## src/design/ussd_pkg.sv

```systemverilog
// Shared types and constants for the unsigned shift-subtract divider.
package ussd_pkg;

    // Width of every data field on the ports
    localparam int FIELD_W = 64;
    // Default significant width of dividend and divisor
    localparam int DATA_WIDTH_DEF = 64;

    typedef struct packed {
        logic [FIELD_W-1:0] dividend;
        logic [FIELD_W-1:0] divisor;
    } t_in;

    typedef struct packed {
        logic [FIELD_W-1:0] quotient;
        logic [FIELD_W-1:0] remainder;
        logic               divide_by_zero;
    } t_out;

    typedef enum logic [1:0] {
        S_IDLE,
        S_RUN,
        S_FIN
    } t_state;

    // Controller to datapath
    typedef struct packed {
        logic load;
        logic step;
    } t_cmd;

    // Datapath to controller
    typedef struct packed {
        logic last;
    } t_stat;

endpackage

```

## src/design/ussd_ctrl.sv

```systemverilog
// Sequencing state machine for the shift-subtract divider.
module ussd_ctrl (
    input  logic           i_clk,
    input  logic           i_rst_n,
    input  logic           i_start,
    input  ussd_pkg::t_stat i_stat,
    output ussd_pkg::t_cmd  o_cmd,
    output logic           o_busy,
    output logic           o_valid
);

    ussd_pkg::t_state r_state;
    ussd_pkg::t_state n_state;

    always_ff @(posedge i_clk) begin
        if (!i_rst_n) begin
            r_state <= ussd_pkg::S_IDLE;
        end else begin
            r_state <= n_state;
        end
    end

    always_comb begin
        n_state    = r_state;
        o_cmd.load = 1'b0;
        o_cmd.step = 1'b0;
        o_busy     = 1'b1;
        o_valid    = 1'b0;
        case (r_state)
            ussd_pkg::S_IDLE: begin
                o_busy = 1'b0;
                if (i_start) begin
                    o_cmd.load = 1'b1;
                    n_state    = ussd_pkg::S_RUN;
                end
            end
            ussd_pkg::S_RUN: begin
                o_cmd.step = 1'b1;
                if (i_stat.last) begin
                    n_state = ussd_pkg::S_FIN;
                end
            end
            ussd_pkg::S_FIN: begin
                o_valid = 1'b1;
                n_state = ussd_pkg::S_IDLE;
            end
            default: begin
                n_state = ussd_pkg::S_IDLE;
            end
        endcase
    end

    a_load_runs: assert property (@(posedge i_clk) disable iff (!i_rst_n)
        o_cmd.load |=> r_state == ussd_pkg::S_RUN)
        else $error("load did not enter the run state");

    a_last_finishes: assert property (@(posedge i_clk) disable iff (!i_rst_n)
        o_cmd.step && i_stat.last |=> o_valid)
        else $error("final step not followed by result strobe");

    a_fin_one_cycle: assert property (@(posedge i_clk) disable iff (!i_rst_n)
        o_valid |=> r_state == ussd_pkg::S_IDLE)
        else $error("result state lasted more than one cycle");

endmodule

```

## src/design/ussd_dpath.sv

```systemverilog
// Partial remainder, quotient shift register and step counter of the divider.
module ussd_dpath #(
    parameter int DATA_WIDTH = ussd_pkg::DATA_WIDTH_DEF
) (
    input  logic            i_clk,
    input  logic            i_rst_n,
    input  ussd_pkg::t_cmd  i_cmd,
    input  ussd_pkg::t_in   i_data,
    output ussd_pkg::t_stat o_stat,
    output ussd_pkg::t_out  o_result
);

    localparam int CNT_W = (DATA_WIDTH > 1) ? $clog2(DATA_WIDTH) : 1;

    logic [DATA_WIDTH-1:0] r_rem;
    logic [DATA_WIDTH-1:0] r_quo;   // dividend bits shift out, quotient bits shift in
    logic [DATA_WIDTH-1:0] r_den;
    logic                  r_den_zero;
    logic [CNT_W-1:0]      r_cnt;

    logic [DATA_WIDTH:0]   w_trial;
    logic [DATA_WIDTH:0]   w_diff;
    logic                  w_fits;

    // Bring in the next dividend bit; the extra top bit keeps the carry
    assign w_trial = {r_rem, r_quo[DATA_WIDTH-1]};
    assign w_diff  = w_trial - {1'b0, r_den};
    assign w_fits  = ~w_diff[DATA_WIDTH];

    always_ff @(posedge i_clk) begin
        if (i_cmd.load) begin
            r_rem      <= '0;
            r_quo      <= i_data.dividend[DATA_WIDTH-1:0];
            r_den      <= i_data.divisor[DATA_WIDTH-1:0];
            r_den_zero <= (i_data.divisor[DATA_WIDTH-1:0] == '0);
            r_cnt      <= CNT_W'(DATA_WIDTH - 1);
        end else if (i_cmd.step) begin
            r_rem <= w_fits ? w_diff[DATA_WIDTH-1:0] : w_trial[DATA_WIDTH-1:0];
            r_quo <= {r_quo[DATA_WIDTH-2:0], w_fits};
            r_cnt <= r_cnt - CNT_W'(1);
        end
    end

    assign o_stat.last = (r_cnt == '0);

    always_comb begin
        o_result.divide_by_zero = r_den_zero;
        o_result.quotient       = r_den_zero ? '0 : ussd_pkg::FIELD_W'(r_quo);
        o_result.remainder      = r_den_zero ? '0 : ussd_pkg::FIELD_W'(r_rem);
    end

    a_rem_below_den: assert property (@(posedge i_clk) disable iff (!i_rst_n)
        i_cmd.step && !r_den_zero |=> r_rem < r_den)
        else $error("partial remainder not below divisor after a step");

endmodule

```

## src/design/unsigned_shift_subtract_divider.sv

```systemverilog
// Top level of the radix-2 restoring unsigned divider.
//
// Usage:
//   Present dividend and divisor on i_data and raise start. The word is
//   taken at the rising edge where start is high and busy is low; busy then
//   stays high until the result has been shown.
//   The result word appears on o_result for exactly one cycle, marked by
//   o_valid, after the load and the final step, and is taken at the edge
//   that ends the o_valid cycle. A new word can be taken at the edge
//   that ends the idle cycle following the o_valid cycle; no new word is
//   accepted while one is still in flight.
//   The steps use the single shared subtractor, which retires one
//   quotient bit per cycle under the step counter.
//   Only the low DATA_WIDTH bits of each input field are used; result fields
//   are zero above DATA_WIDTH. A zero divisor sets divide_by_zero and forces
//   quotient and remainder to zero; it still takes the full iteration time.
//   The receiver cannot stall: o_valid is a one-cycle strobe and must be
//   captured when it appears.
//   Reset (synchronous, active low) returns the controller to idle and drops
//   any item in flight; no result is produced for it.
module unsigned_shift_subtract_divider #(
    parameter int DATA_WIDTH = ussd_pkg::DATA_WIDTH_DEF
) (
    input  logic           i_clk,
    input  logic           i_rst_n,
    input  logic           start,
    output logic           busy,
    input  ussd_pkg::t_in  i_data,
    output logic           o_valid,
    output ussd_pkg::t_out o_result
);

    ussd_pkg::t_cmd  w_cmd;
    ussd_pkg::t_stat w_stat;

    // Sequence load, DATA_WIDTH steps, then one result cycle
    ussd_ctrl u_ctrl (
        .i_clk   (i_clk),
        .i_rst_n (i_rst_n),
        .i_start (start),
        .i_stat  (w_stat),
        .o_cmd   (w_cmd),
        .o_busy  (busy),
        .o_valid (o_valid)
    );

    // Hold operands and advance the partial remainder one bit per step
    ussd_dpath #(
        .DATA_WIDTH (DATA_WIDTH)
    ) u_dpath (
        .i_clk    (i_clk),
        .i_rst_n  (i_rst_n),
        .i_cmd    (w_cmd),
        .i_data   (i_data),
        .o_stat   (w_stat),
        .o_result (o_result)
    );

    a_accept_busy: assert property (@(posedge i_clk) disable iff (!i_rst_n)
        start && !busy |=> busy)
        else $error("busy not raised after accepting a word");

    a_valid_strobe: assert property (@(posedge i_clk) disable iff (!i_rst_n)
        o_valid |=> !o_valid)
        else $error("result strobe held longer than one cycle");

    a_dbz_zero: assert property (@(posedge i_clk) disable iff (!i_rst_n)
        o_valid && o_result.divide_by_zero |->
            o_result.quotient == '0 && o_result.remainder == '0)
        else $error("divide by zero result not cleared");

endmodule
```

## config.mk

```make
export PLATFORM = sky130hd
export DESIGN_NAME = unsigned_shift_subtract_divider
export DESIGN_NICKNAME = d
export VERILOG_FILES = /design/src/design/ussd_pkg.sv /design/src/design/ussd_ctrl.sv /design/src/design/ussd_dpath.sv /design/src/design/unsigned_shift_subtract_divider.sv
export SDC_FILE = /design/constraint.sdc
export NUM_CORES = 1
export LEC_CHECK = 0
export BUFFER_PORTS_ARGS = -buffer_cell sky130_fd_sc_hd__clkbuf_2
export CORE_UTILIZATION = 61
export DETAILED_ROUTE_END_ITERATION = 7
export PLACE_DENSITY = 0.87
export SLEW_MARGIN = 20
export SYNTH_ARGS = -nofsm -noshare
export SYNTH_HDL_FRONTEND = slang
export SYNTH_SLANG_ARGS = --single-unit
```

## constraint.sdc

```tcl
create_clock -name i_clk -period 9.4 [get_ports i_clk]
set_input_delay 0.94 -clock i_clk [delete_from_list [all_inputs] [get_ports i_clk]]
set_output_delay 0.94 -clock i_clk [all_outputs]
set_load 0.005 [all_outputs]
```

==> results by group, run 1 <==
Run status
  • Run status: finished, final reports clean

Power
  • NetSw: 0.000600 W
  • Net Sw Frac: 26.2%
  • Comb pwr share: roughly 14%
  • Peak supply drop: 0.147 mV
  • Power density over the cells: around 150 mW/mm^2
  • Seq pwr share: about 46%
  • Overall power consumption: around 0.0023 W
  • Clock network power share: 40.0%
  • LEAKAGE: approximately 7 nW
  • Int Pwr: around 0.0017 W

Floorplan
  • I/O pin count: roughly 260
  • Die area: 0.0218 sq mm
  • Die span in x: 148 um
  • Starting Density: 63.0%
  • Die Ht: 148 um
  • Core area: a little over 0.02 sq mm
  • Rows: between 50 and 60

GRT
  • Global-route wire length before repair: 56.9 mm
  • GR Overflow Total: 0
  • Largest net degree at the start of global routing: around 110
  • Initial antenna violation count: 0
  • All-Layer GR Usage: between 30% and 40%
  • Vias in the first global route: roughly 11000

Worst setup path
  • Most used cell, CP: mux2i_1
  • Slowest stage delay, CP: 0.80 ns
  • Worst setup SP type: register
  • Crit-path max FO: 45
  • CP Data Arrival Time: between 4 and 5 ns
  • Highest-delay cell along the critical path: and2_4
  • Crit path cell chain: inv_1 -> ha_1 -> fa_1 -> nor2b_1 -> o2111ai_1 -> a21o_1 -> a211oi_2 -> o21ai_1 -> a21oi_2 -> mux2i_1 -> and2_4 -> mux2i_1 -> o21ai_0
  • WP buf/inv: 1
  • Crit. End Element: register
  • Worst Path Required: just under 10 ns
  • Worst Setup Path Type: register to register
  • Delay-heaviest family, CP: compound AO/OA/AOI/OAI gates

Clocking
  • CTS Buffer Depth: 3
  • # hold bufs at CTS: 0
  • CTS root buf: clkbuf_16
  • Htree depth: 1
  • CTS tree: yes
  • Clock insertion delay at the later pin of the skew report: approximately 0.53 ns
  • Clock Sinks: between 200 and 250
  • Worst-path clk slew: ~0.06 ns
  • Postcts setup bufs: 0
  • Total CTS buffers: 23
  • # resized after CTS: 0

Place
  • Gpl congestion: about 0.97
  • IO buf count: between 200 and 300
  • Hpwl dp: ~25 mm
  • Placed cell count: just under 2000

Layout
  • Fillers: approximately 1500
  • N_diodes: 0
  • Non-Filler Instances: 1976
  • Share of cells above drive strength 1: 19.5%
  • Area delta synth->final: 16.1%
  • Final #Nets: ~1900
  • Layout Utilization: around three quarters

Synthesis
  • Ys Warns: 0
  • Most frequent cell after synthesis: nand2_1
  • Sequential cell area fraction in the yosys report: 41.0%
  • Synth cell count leaders: 301 x nand2_1, 135 x nor2b_1, 129 x edfxtp_1
  • Syn nets: approximately 1700
  • Distinct cells, synth: 80
  • Fraction of registers with async set/reset: 0%
  • Post-synth EDFFs: approximately 130
  • Synth area leader: edfxtp_1
  • Post-Synthesis Cells: about 1500
  • Area contributors post-synth: edfxtp_1 30%, dfxtp_1 11%, nand2_1 8.7%
  • Yosys top cell area share: around 30%
  • Post-Syn Area per Cell: roughly 9 sq um
  • FF+latch count, synth: between 200 and 250
  • Main synth FF type: edfxtp_1
  • Synthesized cell area: between 0.01 and 0.015 sq mm

Detailed routing
  • Routed length per instance: about 18 um
  • Final WL: roughly 36 mm
  • 1st-pass router iterations: 7
  • Vias per Instance: between 5 and 6
  • DR iter-0 viols: 993
  • Drt drc: 0
  • DR vias: ~12000
  • DRT antenna net count: 0

Min path
  • Worst min path class: register to register

Timing
  • Setup TNS: 0 ns
  • Slew @ Worst Pin: 1.10 ns
  • RSZ-0062 raised after global routing: no
  • Final-report hold violation count: 0
  • Minimum clock period: ~4.2 ns
  • Slew Viols, Final: 0
  • Min Hold Slack: 0.487 ns
  • Setup Viol. Count Final: 0
  • Fmax: around 240 MHz
  • Max-slew headroom: 26.6%
  • Layout Skew: roughly 0.016 ns
  • Fin crit share: roughly 44%

Flow run
  • Max-capacitance violation count: 0
## metal layers
metal  up-vias  track usage [%]  wire (um)
met3       108             5.68       2770
li1       5611                -          -
met5         -                0          0
met2       543             54.8      17000
met1      5442             41.3      14500
met4         0             12.9       1350
## worst reg2reg max path: stages (launching register included)
cell and delay [ns]:
edfxtp_1 0.34, inv_1 0.06, ha_1 0.21, fa_1 0.42
nor2b_1 0.20, o2111ai_1 0.19, a21o_1 0.23, a211oi_2 0.29
o21ai_1 0.16, a21oi_2 0.31, mux2i_1 0.36, and2_4 0.80
mux2i_1 0.30, o21ai_0 0.13
## logic make-up (layout without fill, tap and decap cells)
logic type | after synthesis | count (layout) | synth area share [%]
buffers and inverters | 166 | 396 | 5.51
muxes | 45 | 45 | 3.49
DFF | 201 | 201 | 41.0
and+or+nand+nor | 617 | 617 | 23.0
AOI/OAI and AO/OA | 321 | 321 | 16.4
adders and majority gates | 67 | 67 | 6.53
xor gates and xnor gates | 59 | 59 | 3.99
## path summary, 6_finish.rpt
kind / to / slack (ns) / depth (start not counted) / from
max reg2reg: u_dpath.r_rem[28]$_SDFFE_PP0P_ / 5.22 / 13 / u_dpath.r_quo[63]$_DFFE_PP_
max: u_dpath.r_rem[28]$_SDFFE_PP0P_ / 5.22 / 13 / u_dpath.r_quo[63]$_DFFE_PP_
min: u_dpath.r_rem[18]$_SDFFE_PP0P_ / 0.49 / 2 / u_dpath.r_rem[18]$_SDFFE_PP0P_
min reg2reg: u_dpath.r_rem[18]$_SDFFE_PP0P_ / 0.49 / 2 / u_dpath.r_rem[18]$_SDFFE_PP0P_
## state kept, by name, indices dropped and copies added (netlist names)
name and flops:
u_dpath.r_cnt 6, u_dpath.r_den_zero 1, u_dpath.r_quo 64, u_dpath.r_den 64, u_dpath.r_rem 64, u_ctrl.r_state 2
## area by class of cell
type                            count  area (sq um)  share of cell area (%)
Inverter                           86           325                    2.16
Timing Repair Buffer              268          1360                    9.03
Sequential cell                   201          5320                    35.3
Multi-Input combinational cell   1109          6940                    46.1
Tap cell                          270           338                    2.25
Clock inverter                      7           104                   0.690
Clock buffer                       35           662                    4.40
## power by group through the flow
stage / registers [W] / logic, W / clock network [W]
floorplan: 0.00106 / 0.000202 / 0
global placement: 0.00106 / 0.000309 / 0
detailed placement: 0.00107 / 0.000317 / 0
CTS: 0.00105 / 0.000321 / 0.000922
global route: 0.00106 / 0.000358 / 0.000950
finish: 0.00105 / 0.000322 / 0.000914
## layout by cell type, fill, tap and decap left out, drive strengths merged, types with 7 or more instances in the layout
cell type / Yosys / final
edfxtp: 129 / 129
nor4: 18 / 18
o21ai: 94 / 94
inv: 86 / 88
xnor2: 36 / 36
a21oi: 77 / 77
a32oi: 11 / 11
clkbuf: 66 / 296
and3: 17 / 17
o21bai: 16 / 16
a211oi: 7 / 7
a21o: 35 / 35
buf: 14 / 7
nand2b: 8 / 8
dfxtp: 72 / 72
nand4: 19 / 19
nand3: 31 / 31
nand2: 303 / 303
a31oi: 7 / 7
xor2: 23 / 23
mux2i: 44 / 44
o311ai: 11 / 11
and2: 13 / 13
nor2b: 135 / 135
nor2: 45 / 45
nor3: 7 / 7
ha: 66 / 66
o31ai: 8 / 8
## stage by stage
step,setup slack [ns],instance area [sq um]
detailed placement,5.31,14300
finish,5.22,15000
floorplan,5.88,13000
global route,4.95,15000
CTS,5.25,15000
global placement,5.56,14300
Power figures use the tool's default switching activity.
==> inputs of run 2 (changes only) <==
- CORE_UTILIZATION: 61 -> 51
- PLACE_DENSITY: 0.87 -> 0.78
- clock period: 9.4 -> 3.5 ns (I/O delays scaled with it)
==> run 2 against run 1 <==
  * Worst setup slack worse by 5.2 ns
  * Via count rose by 1.3%
  * Design area increased by 4.9%
  * Sequential share of layout area shrank 1.7 points
  * Register-to-register slack got worse by 5.2 ns
  * Global-route usage decreased by 4.9 points
  * Core utilization fell by 9.0 points
  * Non-clock buffer count up 56
  * Largest power group unchanged
==> results by group, run 2 (synthesis results as in run 1) <==
Power
  • LEAKAGE: 7.26 nW (was 6.90 nW)
  • Int Pwr: 0.00465 W (was 0.00169 W)
  • NetSw: 0.00164 W (was 0.000600 W)
  • Peak supply drop: 0.420 mV (was 0.147 mV)
  • Clock network power share: 40.8% (was 40.0%)
  • Comb pwr share: 14.4% (was 14.1%)
  • Seq pwr share: 44.8% (was 45.9%)
  • Net Sw Frac: 26.1% (was 26.2%)
  • Power density over the cells: 399 mW/mm^2 (was 152 mW/mm^2)

Layout
  • Commonest non-fill, non-tap cell in the layout: nand2_1 (unchanged)
  • Layout Utilization: 64.2% (was 73.2%)
  • Top flop regs: u_dpath.r_den: 64 flops, u_dpath.r_quo: 64 flops, u_dpath.r_rem: 64 flops (unchanged)
  • Sequential Area: 0.00532 sq mm (unchanged)
  • N_diodes: 0 (unchanged)
  • Multi-input gate area: 0.00701 sq mm (was 0.00694 sq mm)
  • Final #Nets: 1945 (was 1887)
  • Finished layout cell area: 0.0158 sq mm (was 0.0150 sq mm)
  • Area delta synth->final: 21.9% (was 16.1%)
  • Share of cells above drive strength 1: 22.0% (was 19.5%)
  • Commonest cells after routing, fill and taps aside: 300 x nand2_1, 261 x clkbuf_2, 133 x nor2b_1 (was 300 x nand2_1, 261 x clkbuf_2, 134 x nor2b_1)
  • Fillers: 2104 (was 1535)

Worst setup path
  • Crit path cell chain: ha_4 -> fa_2 -> nor2b_4 -> o2111ai_2 -> a21o_1 -> a211oi_4 -> o21ai_2 -> a21oi_2 -> mux2i_2 -> and2_4 -> clkbuf_16 -> mux2i_1 -> o22ai_1 (was inv_1 -> ha_1 -> fa_1 -> nor2b_1 -> o2111ai_1 -> a21o_1 -> a211oi_2 -> o21ai_1 -> a21oi_2 -> mux2i_1 -> and2_4 -> mux2i_1 -> o21ai_0)
  • WP buf/inv: 1 (unchanged)
  • Delay-heaviest family, CP: compound AO/OA/AOI/OAI gates (unchanged)
  • Crit. End Element: register (unchanged)
  • Worst reg2reg path depth: 13 (unchanged)
  • Critical Path Stages: 13 (unchanged)
  • R2R setup slack: 0.02 ns (was 5.22 ns)
  • Worst setup SP type: register (unchanged)
  • Worst Path Required: 3.86 ns (was 9.75 ns)
  • Worst Setup Path Type: register to register (unchanged)
  • Highest-delay cell along the critical path: edfxtp_1 (was and2_4)
  • Crit-path max FO: 7 (was 45)
  • CP Data Arrival Time: 3.84 ns (was 4.53 ns)
  • Slowest stage delay, CP: 0.41 ns (was 0.80 ns)

Min path
  • Worst Hold Path Cells: 1 (was 2)
  • Worst min path class: input pin to register (was register to register)

Place
  • Setup WS pre-CTS: -0.0887 ns (was 5.31 ns)
  • IO buf count: 261 (unchanged)
  • Post-DP Area: 0.0146 sq mm (was 0.0143 sq mm)
  • Hpwl dp: 26.7 mm (was 25.4 mm)
  • Gpl congestion: 0.945 (was 0.972)

Run status
  • Run status: finished, final reports clean (unchanged)

Floorplan
  • Die area: 0.0260 sq mm (was 0.0218 sq mm)
  • Rows: 57 (was 52)
  • Die span in x: 161 um (was 148 um)
  • Starting Density: 52.7% (was 63.0%)
  • Die Ht: 161 um (was 148 um)
  • I/O pin count: 262 (unchanged)
  • Core area: 0.0246 sq mm (was 0.0206 sq mm)

Timing
  • Layout Skew: 0.0108 ns (was 0.0163 ns)
  • Slew @ Worst Pin: 1.03 ns (was 1.10 ns)
  • Final worst slack: 0.0228 ns (was 5.22 ns)
  • Minimum clock period: 3.48 ns (was 4.18 ns)
  • Fmax: 288 MHz (was 239 MHz)
  • Max-slew headroom: 31.3% (was 26.6%)
  • RSZ-0062 raised after global routing: yes (was no)
  • Final-report hold violation count: 0 (unchanged)
  • Min Hold Slack: 0.0237 ns (was 0.487 ns)
  • Setup Viol. Count Final: 0 (unchanged)
  • Fin crit share: 99.3% (was 44.4%)
  • Slew Viols, Final: 0 (unchanged)

Clocking
  • Clock insertion delay at the later pin of the skew report: 0.52 ns (was 0.53 ns)
  • CTS Buffer Depth: 3 (unchanged)
  • Worst-path clk slew: 0.06 ns (about the same)
  • Htree depth: 1 (unchanged)
  • CTS root buf: clkbuf_16 (unchanged)
  • Clock Sinks: 201 (unchanged)
  • CTS tree: yes (unchanged)
  • Total CTS buffers: 25 (was 23)

GRT
  • All-Layer GR Usage: 27.6% (was 32.4%)
  • Global-route wire length before repair: 57.8 mm (was 56.9 mm)
  • GR Overflow Total: 0 (unchanged)
  • Vias in the first global route: 11300 (was 11400)
  • Initial antenna violation count: 0 (unchanged)
  • Largest net degree at the start of global routing: 78 (was 105)

Detailed routing
  • DRT antenna net count: 0 (unchanged)
  • DR iter-0 viols: 1040 (was 993)
  • 1st-pass router iterations: 7 (unchanged)
  • Vias per Instance: 5.67 (was 5.92)
  • Drt drc: 0 (unchanged)
  • Final WL: 37.3 mm (was 35.6 mm)
  • DR vias: 11900 (was 11700)
  • Routed length per instance: 17.8 um (was 18.0 um)

Flow run
  • Max-capacitance violation count: 0 (unchanged)
==> run 2: cell count changes in the layout (fill, tap and decap cells not counted), sizes merged <==
cell	change
bufinv	+1
buf	+37
dlygate4sd3	+17
clkinv	+7
clkinvlp	+1
clkbuf	-3
==> run 2: layout make-up <==
type	instances	share of cell area, %
Clock inverter	16	1.01
Clock buffer	30	4.14
Tap cell	324	2.57
Sequential cell	201	33.7
Inverter	86	2.06
Timing Repair Buffer	324	12.1
Multi-Input combinational cell	1109	44.4
==> run 2: through the flow <==
stage	total power, W	instances	setup TNS [ns]
after CTS	0.00632	2082	0
final	0.00629	2090	0
after global placement	0.00371	2016	0
after global routing	0.00652	2090	-3.77
after floorplan	0.00338	1476	0
after detailed placement	0.00373	2016	-0.934
==> run 2: worst reg2reg max path: stages (launching register included) <==
cell	delay, ns
edfxtp_1	0.41
ha_4	0.19
fa_2	0.40
nor2b_4	0.16
o2111ai_2	0.18
a21o_1	0.25
a211oi_4	0.31
o21ai_2	0.12
a21oi_2	0.21
mux2i_2	0.27
and2_4	0.32
clkbuf_16	0.22
mux2i_1	0.19
o22ai_1	0.09
==> run 2: power groups by stage <==
stage | clock network (W) | logic, W | registers [W]
3_3_place_gp | 0 | 0.000849 | 0.00286
6_report | 0.00257 | 0.000906 | 0.00282
4_1_cts | 0.00261 | 0.000886 | 0.00282
2_1_floorplan | 0 | 0.000543 | 0.00284
5_1_grt | 0.00268 | 0.00100 | 0.00284
3_5_place_dp | 0 | 0.000866 | 0.00286
==> run 2: path summary, 6_finish.rpt <==
check / from / to
max: u_dpath.r_den[0]$_DFFE_PP_ / u_dpath.r_rem[63]$_SDFFE_PP0P_
min: i_data[40] / u_dpath.r_den[40]$_DFFE_PP_
max reg2reg: u_dpath.r_den[0]$_DFFE_PP_ / u_dpath.r_rem[63]$_SDFFE_PP0P_
min reg2reg: u_dpath.r_rem[14]$_SDFFE_PP0P_ / u_dpath.r_rem[14]$_SDFFE_PP0P_
==> run 2: metal layers <==
layer / GRT usage, % / routed length (um) / up-vias
met5: 0 / 0 / -
met4: 7.59 / 1010 / 0
met3: 4.39 / 2650 / 71
met2: 45.0 / 17300 / 484
met1: 37.9 / 16300 / 5563
li1: - / - / 5733
==> run 2: repair_timing <==
item,CTS,global route
hold endpoints to repair,17,0
gates cloned,1,2
buffers inserted,2,6
setup endpoints to repair,60,65
resized for setup,3,23
pin swaps,2,8
hold buffers,17,0
==> inputs of run 3 (changes only) <==
--- a/config.mk
+++ b/config.mk
@@ -7,7 +7,9 @@
 export LEC_CHECK = 0
 export BUFFER_PORTS_ARGS = -buffer_cell sky130_fd_sc_hd__clkbuf_2
+export CAP_MARGIN = 20
 export CORE_UTILIZATION = 51
 export DETAILED_ROUTE_END_ITERATION = 7
 export PLACE_DENSITY = 0.78
+export SETUP_SLACK_MARGIN = 0.5
 export SLEW_MARGIN = 20
 export SYNTH_ARGS = -nofsm -noshare
==> constraint.sdc (replaced) <==
create_clock -name i_clk -period 3.5 [get_ports i_clk]
set_input_delay 0.175 -clock i_clk [delete_from_list [all_inputs] [get_ports i_clk]]
set_output_delay 0.175 -clock i_clk [all_outputs]
set_load 0.005 [all_outputs]
==> run 3 against run 2 <==
  * Sequential power is essentially flat
  * Critical path type unchanged
  * Largest cell class unchanged
  * Critical endpoint is now u_dpath.r_rem[19]$_SDFFE_PP0P_
  * Power rose by 2.3%
  * Clock power is essentially flat
==> results by group, run 3 (synthesis results as in run 1) <==
Worst setup path
  • Worst setup SP type: register (unchanged)
  • Highest-delay cell along the critical path: edfxtp_1 (unchanged)
  • Worst reg2reg path depth: 14 (was 13)
  • Reg-to-reg endpoint: u_dpath.r_rem[19]$_SDFFE_PP0P_ (was u_dpath.r_rem[63]$_SDFFE_PP0P_)
  • Worst Setup Path Type: register to register (unchanged)
  • Crit path cell chain: ha_4 -> fa_2 -> nor2b_4 -> o2111ai_4 -> a21o_1 -> a211oi_2 -> o21ai_2 -> a21oi_2 -> mux2i_2 -> and2_4 -> buf_6 -> buf_12 -> mux2i_4 -> o21ai_1 (was ha_4 -> fa_2 -> nor2b_4 -> o2111ai_2 -> a21o_1 -> a211oi_4 -> o21ai_2 -> a21oi_2 -> mux2i_2 -> and2_4 -> clkbuf_16 -> mux2i_1 -> o22ai_1)
  • R2R setup slack: 0.14 ns (was 0.02 ns)
  • CP Data Arrival Time: 3.77 ns (was 3.84 ns)
  • Worst Path Required: 3.91 ns (was 3.86 ns)
  • Slowest stage delay, CP: 0.41 ns (about the same)
  • Crit. End Element: register (unchanged)
  • Reg2Reg Launch Point: u_dpath.r_den[0]$_DFFE_PP_ (unchanged)
  • Crit-path max FO: 5 (was 7)

Timing
  • Slew @ Worst Pin: 0.984 ns (was 1.03 ns)
  • Setup Viol. Count Final: 0 (unchanged)
  • Final worst slack: 0.142 ns (was 0.0228 ns)
  • RSZ-0062 raised after global routing: yes (unchanged)
  • Fin crit share: 96.0% (was 99.3%)
  • Minimum clock period: 3.36 ns (was 3.48 ns)
  • Final-report hold violation count: 0 (unchanged)
  • Slew Viols, Final: 0 (unchanged)
  • Min Hold Slack: 0.108 ns (was 0.0237 ns)
  • Max-slew headroom: 34.4% (was 31.3%)
  • Fmax: 298 MHz (was 288 MHz)
  • Layout Skew: 0.0149 ns (was 0.0108 ns)

Layout
  • Top flop regs: u_dpath.r_den: 64 flops, u_dpath.r_quo: 64 flops, u_dpath.r_rem: 64 flops (unchanged)
  • Finished layout cell area: 0.0174 sq mm (was 0.0158 sq mm)
  • Commonest non-fill, non-tap cell in the layout: nand2_1 (unchanged)
  • Final #Nets: 2073 (was 1945)
  • Share of cells above drive strength 1: 23.3% (was 22.0%)
  • Layout Utilization: 70.8% (was 64.2%)
  • Commonest cells after routing, fill and taps aside: 300 x nand2_1, 261 x clkbuf_2, 133 x nor2b_1 (unchanged)
  • Area delta synth->final: 34.5% (was 21.9%)

Min path
  • WHS Endpoint: u_dpath.r_rem[63]$_SDFFE_PP0P_ (was u_dpath.r_den[40]$_DFFE_PP_)
  • Worst min path class: input pin to register (unchanged)
  • HP Start: start (was i_data[40])
  • Worst Hold Path Cells: 6 (was 1)

Power
  • Int Pwr: 0.00465 W (about the same)
  • Overall power consumption: 0.00644 W (was 0.00629 W)
  • Net Sw Frac: 27.8% (was 26.1%)
  • LEAKAGE: 7.93 nW (was 7.26 nW)
  • Peak supply drop: 0.320 mV (was 0.420 mV)
  • Power density over the cells: 370 mW/mm^2 (was 399 mW/mm^2)
  • NetSw: 0.00179 W (was 0.00164 W)
  • Clock network power share: 39.5% (was 40.8%)
  • Seq pwr share: 43.8% (was 44.8%)
  • Comb pwr share: 16.6% (was 14.4%)

Detailed routing
  • DR vias: 12800 (was 11900)
  • DRT antenna net count: 0 (unchanged)
  • 1st-pass router iterations: 6 (was 7)
  • Drt drc: 0 (unchanged)
  • DR iter-0 viols: 1183 (was 1040)
  • Final WL: 42.6 mm (was 37.3 mm)
  • Vias per Instance: 5.77 (was 5.67)
  • Routed length per instance: 19.2 um (was 17.8 um)

Clocking
  • Worst-path clk slew: 0.06 ns (about the same)
  • Clock insertion delay at the later pin of the skew report: 0.54 ns (was 0.52 ns)
  • Htree depth: 1 (unchanged)
  • CTS tree: yes (unchanged)
  • CTS root buf: clkbuf_16 (unchanged)
  • Clock Sinks: 201 (unchanged)
  • CTS Buffer Depth: 3 (unchanged)
  • Total CTS buffers: 25 (unchanged)

Floorplan
  • Die area: 0.0260 sq mm (unchanged)
  • Die span in x: 161 um (unchanged)
  • Die Ht: 161 um (unchanged)
  • Starting Density: 52.7% (unchanged)
  • Core area: 0.0246 sq mm (unchanged)
  • Rows: 57 (unchanged)
  • I/O pin count: 262 (unchanged)

Place
  • IO buf count: 261 (unchanged)
  • Hpwl dp: 27.1 mm (was 26.7 mm)
  • Setup WS pre-CTS: 0.00698 ns (was -0.0887 ns)
  • Post-DP Area: 0.0146 sq mm (about the same)
  • Gpl congestion: 0.955 (was 0.945)

GRT
  • All-Layer GR Usage: 31.0% (was 27.6%)
  • Vias in the first global route: 12600 (was 11300)
  • Largest net degree at the start of global routing: 82 (was 78)
  • Initial antenna violation count: 0 (unchanged)
  • Global-route wire length before repair: 64.5 mm (was 57.8 mm)
  • GR Overflow Total: 0 (unchanged)

Run status
  • Run status: finished, final reports clean (unchanged)

Flow run
  • Max-capacitance violation count: 0 (unchanged)
-- run 3: changes by cell type in the layout (fill, tap and decap cells not counted), moves of 3 or more --
cell / change
nand3_4: +3
a32oi_1: -3
o21ai_0: -8
buf_6: +6
o311ai_2: +4
o21ai_2: +8
o311ai_1: -4
buf_4: +5
nand3_1: -4
o311ai_4: +5
a32oi_2: +3
dlygate4sd3_1: +112
clkinv_1: -3
o311ai_0: -5
-- run 3: how the worst max path moves through the flow --
stage | startpoint | end
6_report | u_dpath.r_den[0]$_DFFE_PP_ | u_dpath.r_rem[19]$_SDFFE_PP0P_
5_1_grt | u_dpath.r_den[0]$_DFFE_PP_ | u_dpath.r_rem[19]$_SDFFE_PP0P_
4_1_cts | u_dpath.r_den[0]$_DFFE_PP_ | u_dpath.r_rem[63]$_SDFFE_PP0P_
3_5_place_dp | u_dpath.r_den[0]$_DFFE_PP_ | u_dpath.r_rem[8]$_SDFFE_PP0P_
3_3_place_gp | u_dpath.r_quo[63]$_DFFE_PP_ | u_dpath.r_rem[34]$_SDFFE_PP0P_
2_1_floorplan | u_dpath.r_den[0]$_DFFE_PP_ | u_dpath.r_rem[63]$_SDFFE_PP0P_
-- run 3: worst max-delay path, delay by kind of cell (launching register included) --
family,cells,cell delay (ns)
buffers and inverters,2,0.28
multiplexers,2,0.51
AND/OR/NAND/NOR,2,0.42
adder cells (fa/ha/maj),2,0.57
AO/OA/AOI/OAI,6,1.03
flip-flops,1,0.41
-- run 3: per-layer routing --
| layer | up-vias | track usage [%] | wire [um] |
|---|---|---|---|
| li1 | 6003 | - | - |
| met4 | 0 | 13.3 | 1740 |
| met3 | 135 | 4.96 | 2670 |
| met1 | 6096 | 38.4 | 17300 |
| met2 | 562 | 53.4 | 20900 |
| met5 | - | 0 | 0 |
-- run 3: timing repair --
action	in CTS	in global routing
resized for setup	29	66
hold buffers	129	0
endpoints found under the setup margin	65	65
hold endpoints to repair	130	0
setup buffers	10	13
pin swaps	19	26
gates cloned	3	3
-- run 3: power groups by stage --
stage / clock network (W) / registers (W) / logic, W
3_3_place_gp: 0 / 0.00285 / 0.000857
3_5_place_dp: 0 / 0.00286 / 0.000872
2_1_floorplan: 0 / 0.00284 / 0.000546
4_1_cts: 0.00256 / 0.00281 / 0.00100
6_report: 0.00255 / 0.00282 / 0.00107
5_1_grt: 0.00265 / 0.00284 / 0.00116
-- run 3: area by class of cell --
type | count | area (sq um)
timing repair buffer | 452 | 3250
fill | 1791 | 7180
sequential | 201 | 5320
antenna | 1 | 2.50
clock buffer | 32 | 682
tap | 324 | 405
multi-input combinational | 1109 | 7310
inverter | 86 | 325
clock inverter | 14 | 125
-- run 3: per-stage QoR --
stage	cells	TNS [ns]
2_1_floorplan	1476	0
3_3_place_gp	2014	0
3_5_place_dp	2014	0
4_1_cts	2202	0
5_1_grt	2218	-0.00156
6_report	2219	0
